<file path="config.mk">
export PLATFORM = sky130hd
export DESIGN_NAME = kwtm_cell
export DESIGN_NICKNAME = d
export VERILOG_FILES = /design/src/hdl/kwtm_pkg.sv /design/src/hdl/kwtm_cell.sv
export SDC_FILE = /design/constraint.sdc
export NUM_CORES = 1
export LEC_CHECK = 0
export BUFFER_PORTS_ARGS = -buffer_cell sky130_fd_sc_hd__buf_4
export CORE_AREA = 10 10 232 234
export DETAILED_ROUTE_END_ITERATION = 16
export DIE_AREA = 0 0 242 244
export GPL_TIMING_DRIVEN = 0
export PLACE_DENSITY_LB_ADDON = 0.1
export SLEW_MARGIN = 10
export SYNTH_ARGS = -nofsm -noshare
export SYNTH_HDL_FRONTEND = slang
export SYNTH_SLANG_ARGS = --single-unit
export TNS_END_PERCENT = 1
</file>
<file path="constraint.sdc">
create_clock -name clk -period 5.9 [get_ports clk]
set_input_delay 0.295 -clock clk [delete_from_list [all_inputs] [get_ports clk]]
set_output_delay 0.295 -clock clk [all_outputs]
set_load 0.005 [all_outputs]
</file>
<file path="src/hdl/kwtm_pkg.sv">
`timescale 1ns / 1ps

package kwtm_pkg;

    // Slot index and live-count widths cover the full MAX_SOURCES range (2..64)
    localparam int IDX_W = 6;
    localparam int CNT_W = 7;
    localparam int TS_W  = 64;
    localparam int SID_W = 4;
    localparam int MASK_W = 16;

    typedef enum logic [2:0] {
        FUNC_FILL = 3'd0,
        FUNC_END  = 3'd1,
        FUNC_TAKE = 3'd2,
        FUNC_SEEK = 3'd3,
        FUNC_FAIL = 3'd4
    } func_t;

    typedef enum logic [1:0] {
        ST_OK        = 2'd0,
        ST_END       = 2'd1,
        ST_NOT_READY = 2'd2,
        ST_ERROR     = 2'd3
    } status_t;

    // Token that walks the cell row during a take or a seek
    typedef struct packed {
        logic             vld;
        logic             seek;
        logic             found;
        logic [TS_W-1:0]  ts;
        logic [TS_W-1:0]  handle;
        logic [TS_W-1:0]  mark;
        logic [IDX_W-1:0] idx;
    } tok_t;

    // Broadcast command from the controller to every cell
    typedef struct packed {
        logic             fill_en;
        logic             end_en;
        logic             clr_en;
        logic [IDX_W-1:0] sel;
        logic [CNT_W-1:0] live;
        logic [TS_W-1:0]  ts;
        logic [TS_W-1:0]  handle;
        logic [TS_W-1:0]  mark;
    } cmd_t;

endpackage

</file>
<file path="src/hdl/kwtm_cell.sv">
`timescale 1ns / 1ps

module kwtm_cell
    import kwtm_pkg::*;
#(
    parameter int IDX = 0
)
(
    input  logic clk,
    input  logic rst_n,
    input  cmd_t cmd,
    input  tok_t tok_in,
    output tok_t tok_out,
    output logic pend,
    output logic drop
);

    localparam logic [IDX_W-1:0] MY_IDX = IDX_W'(IDX);
    localparam logic [CNT_W-1:0] MY_CNT = CNT_W'(IDX);

    logic            valid_reg, valid_next;
    logic            waiting_reg, waiting_next;
    logic            finished_reg, finished_next;
    logic [TS_W-1:0] time_reg;
    logic [TS_W-1:0] handle_reg;
    logic [TS_W-1:0] mark_reg;
    logic            drop_reg;
    tok_t            tok_reg, tok_next;

    logic active;
    logic hit;
    logic older;
    logic take_win;
    logic seek_drop;

    assign active    = MY_CNT < cmd.live;
    assign hit       = cmd.sel == MY_IDX;
    assign older     = $signed(time_reg) < $signed(tok_in.ts);
    assign take_win  = tok_in.vld && !tok_in.seek && active && valid_reg
                       && (!tok_in.found || older);
    assign seek_drop = tok_in.vld && tok_in.seek && active && valid_reg && older;

    always_comb
    begin
        tok_next = tok_in;
        if (take_win)
        begin
            tok_next.found  = 1'b1;
            tok_next.ts     = time_reg;
            tok_next.handle = handle_reg;
            tok_next.mark   = mark_reg;
            tok_next.idx    = MY_IDX;
        end
    end

    always_comb
    begin
        valid_next    = valid_reg;
        waiting_next  = waiting_reg;
        finished_next = finished_reg;
        priority if (cmd.fill_en && hit)
        begin
            valid_next   = 1'b1;
            waiting_next = 1'b0;
        end
        else if (cmd.end_en && hit)
        begin
            finished_next = 1'b1;
            waiting_next  = 1'b0;
        end
        else if ((cmd.clr_en && hit) || seek_drop)
        begin
            // give up the head and wait for the next record
            valid_next   = 1'b0;
            waiting_next = 1'b1;
        end
    end

    always_ff @(posedge clk or negedge rst_n)
    begin
        if (!rst_n)
        begin
            valid_reg    <= 1'b0;
            waiting_reg  <= 1'b1;
            finished_reg <= 1'b0;
            tok_reg      <= '0;
        end
        else
        begin
            valid_reg    <= valid_next;
            waiting_reg  <= waiting_next;
            finished_reg <= finished_next;
            tok_reg      <= tok_next;
        end
    end

    always_ff @(posedge clk)
    begin
        if (cmd.fill_en && hit)
        begin
            time_reg   <= cmd.ts;
            handle_reg <= cmd.handle;
            mark_reg   <= cmd.mark;
        end
        if (tok_in.vld && tok_in.seek)
        begin
            drop_reg <= seek_drop;
        end
    end

    assign tok_out = tok_reg;
    assign pend    = waiting_reg && !finished_reg && active;
    assign drop    = drop_reg;

endmodule

</file>
==> out/qor.txt <==
status - complete, no violations
GRT Util Overall - 18.61%
worst r2r dst - tok_out[99]
# IOs - 614
max cap viols - 0
startpoint type of the worst setup path - primary input
Hold Path Depth - 3
setup_tns - 0 ns
Gate power share - 14.0%
GR Util met3 - 6.704%
syn_area_per_cell - 17.24 µm²
share of synthesized flip-flops with an asynchronous set or reset - 51.39%
DR DRC count - 0
sw power - 1550 µW
Via Count - 11,310
Via-to-Cell Ratio - 4.258
Hold Crit Class - primary input to register
setup ws final - 1.813 ns
largest net degree at the start of global routing - 79
1st-pass router iterations - 4
Row Count - 82
max reg flops - 201
critical path endpoint category - register
gr busiest metal - met2
Arrival @ worst endpoint - 4.54 ns
Sw Ratio - 22.62%
Worst Setup Path Type - primary input to register
Post-Layout Cell Count - 2,656
Cell Area, Synth - 0.01502 mm²
# clock sinks - 397
clk_lat worst skew - 0.58 ns
WL/cell - 21.06 µm
CP Depth - 14
Root Buffer - clkbuf_16
largest stage delay on the critical path - 0.59 ns
worst path bufs/invs - 5
clk_skew - 0.02705 ns
f_max - 0.2447 GHz
YS warnings - 0
slowest CP cell - or4_1
RSZ-0062 raised after global routing - false
Mapped Cells - 871
most frequent CP cell - buf_4
clock network fraction of design power - 41.2%
worst slew pin tran - 0.7732 ns
layout cell share with drive strength beyond 1 - 40.21%
worst slack, placed - 1.665 ns
die footprint - 0.05905 mm²
number of synthesized flops with an enable pin - 193
Unique masters post-synth - 37
CTS H-tree lvls - 2
crit path cell chain - dlygate4sd3_1 > buf_4 > inv_1 > ha_1 > a21oi_1 > o21ai_0 > a221oi_1 > o32ai_1 > or4_1 > o21ba_1 > o31ai_4 > buf_4 > buf_4 > mux2_1
Nets - 2,413
Seq cells post-synth - 397
met2 GRT Util - 33.32%
Final period util - 69.26%
dpl hpwl - 42.71 mm
Remaining Overflow, GRT - 0
core footprint - 0.04945 mm²
gp weighted congestion - 0.7901
vias in the first global route - 12,985
area grow syn2layout - 74.57%
CTS tree - yes
first-pass GRT wire length - 83.54 mm
fin. max-slew vios - 0
part of the power in registers - 44.8%
placed instance count - 2,167
clock tree buffer depth - 3
CP startpoint - tok_in[185]
cts bufs inserted - 46
Main synth FF type - dfrtp_1
Iter 0 DRT Violations - 446
Clk pin slew, worst setup/hold paths - 0.06 ns
VDD IR max - 232.0 µV
Rel. slew slack - 48.33%
post-route minimum period - 4.087 ns
Layout fillers - 4,229
crit-path max FO - 10
Die X - 242 µm
Final Hold Viols - 0
CP required - 6.35 ns
setup bufs post-CTS - 0
CP Capture Point - tok_out[99]
Routed WL - 55.93 mm
Internal - 5300 µW
Post-DRT Antenna Nets - 0
Fin Hold WS - 0.04441 ns
Reg2Reg Setup Slack - 1.85 ns
Leak - 0.01156 µW
initial antenna violation count - 11
power density cells - 261.3 mW/mm²
met1 usage - 20.48%
Synth Net Count - 1,345
# setup viols final - 0
# port buffers - 613
initial cell density of the core - 30.36%
post-synthesis sequential area ratio - 72.60%
Reg2Reg Depth - 11
family with the most delay on the worst path - compound AO/OA/AOI/OAI gates
Die Y - 244 µm
reg2reg start - time_reg[51]
[repair_timing]
item                                   CTS  global route
endpoints found under the hold margin  471             0
hold buffers                           396             0
resized for setup                        0             0
[how the worst min path moves through the flow]
stage / from / to / slack (ns)
after floorplan: rst_n / finished_reg / -0.0006
after global placement: handle_reg[47] / tok_out[117] / 0.43
after detailed placement: rst_n / tok_out[72] / 0.37
after CTS: cmd[207] / valid_reg / 0.004
after global routing: cmd[207] / valid_reg / 0.03
final: cmd[207] / valid_reg / 0.04
[layout by cell type (no fill, tap or decap), types with 3 or more instances in the layout]
master / count
buf_4: 626
dlygate4sd3_1: 396
dfrtp_1: 203
edfxtp_1: 193
mux2_1: 114
mux2_2: 78
inv_1: 70
ha_1: 63
clkbuf_16: 47
a21oi_1: 20
nand2_1: 19
clkbuf_1: 14
nand4_1: 12
nand3_1: 9
clkinv_2: 9
o21ai_0: 8
diode_2: 7
buf_2: 7
and2_1: 7
a221oi_1: 6
nor2_1: 6
nor3_1: 6
buf_16: 6
a21o_1: 5
clkbuf_8: 5
clkinv_1: 5
buf_12: 5
nand2b_1: 3
and4_1: 3
or4_1: 3
o21a_1: 3
bufinv_16: 3
[routing by layer]
| layer | vias to the layer above | wire (µm) |
|---|---|---|
| met4 | 8 | 1349 |
| met2 | 385 | 29130 |
| met5 | - | 38 |
| met3 | 77 | 4456 |
| met1 | 5507 | 20960 |
| li1 | 5333 | - |
[stage by stage]
stage	instance area, µm²	utilization, %	total power, µW
after global routing	26210	53.00	7144
after detailed placement	20740	41.94	3861
after CTS	26200	52.97	6955
after floorplan	15020	-	3331
final	26210	53.01	6850
after global placement	20470	41.39	3848
[synth_stat cells, types with 5 or more instances]
cell type	instances	share of area, %
dfrtp_1	203	34
edfxtp_1	193	39
mux2_1	114	8.5
mux2_2	78	5.8
inv_1	70	1.7
ha_1	63	5.2
a21oi_1	20	0.67
nand2_1	19	0.47
buf_4	14	0.70
nand4_1	12	0.50
nand3_1	9	0.30
o21ai_0	8	0.27
and2_1	7	0.29
buf_2	7	0.23
nor2_1	7	0.18
a221oi_1	6	0.35
nor3_1	6	0.20
a21o_1	5	0.25
[worst reg2reg max path, cell delays in order, from the launching register on]
cell and delay, ns:
edfxtp_1 0.39, ha_1 0.32, a21oi_1 0.16, o21ai_0 0.11
a221oi_1 0.39, o32ai_1 0.17, or4_1 0.59, o21ba_1 0.25
o31ai_4 0.57, buf_4 0.35, buf_4 0.28, mux2_1 0.36
[power by group through the flow]
stage                     Clock [µW]  Sequential, µW  Combinational, µW
after CTS                       2910            3070                978
after global routing            3020            3080               1040
after global placement             0            3120                724
final                           2820            3070                960
after floorplan                    0            3130                197
after detailed placement           0            3120                737
[final cells by class]
type / instances / area (µm²) / area share [%]
Timing Repair Buffer: 1020 / 8838 / 33.72
Clock inverter: 20 / 195.2 / 0.7446
Multi-Input combinational cell: 383 / 3719 / 14.19
Tap cell: 672 / 840.8 / 3.208
Inverter: 70 / 262.8 / 1.002
Sequential cell: 397 / 10900 / 41.59
Clock buffer: 66 / 1297 / 4.950
Buffer: 21 / 140.1 / 0.5346
Antenna cell: 7 / 17.52 / 0.06683
[kinds of logic (layout without fill, tap and decap cells)]
logic type,after synthesis,count (layout),share of synthesized area [%]
multiplexers,192,192,14.40
buffers and inverters,91,1197,2.683
AO/OA/AOI/OAI,54,54,2.450
AND/OR/NAND/NOR,74,74,2.617
adder cells (fa/ha/maj),63,63,5.250
flip-flops,397,397,72.60
other,0,7,0
Power figures use the tool's default switching activity.
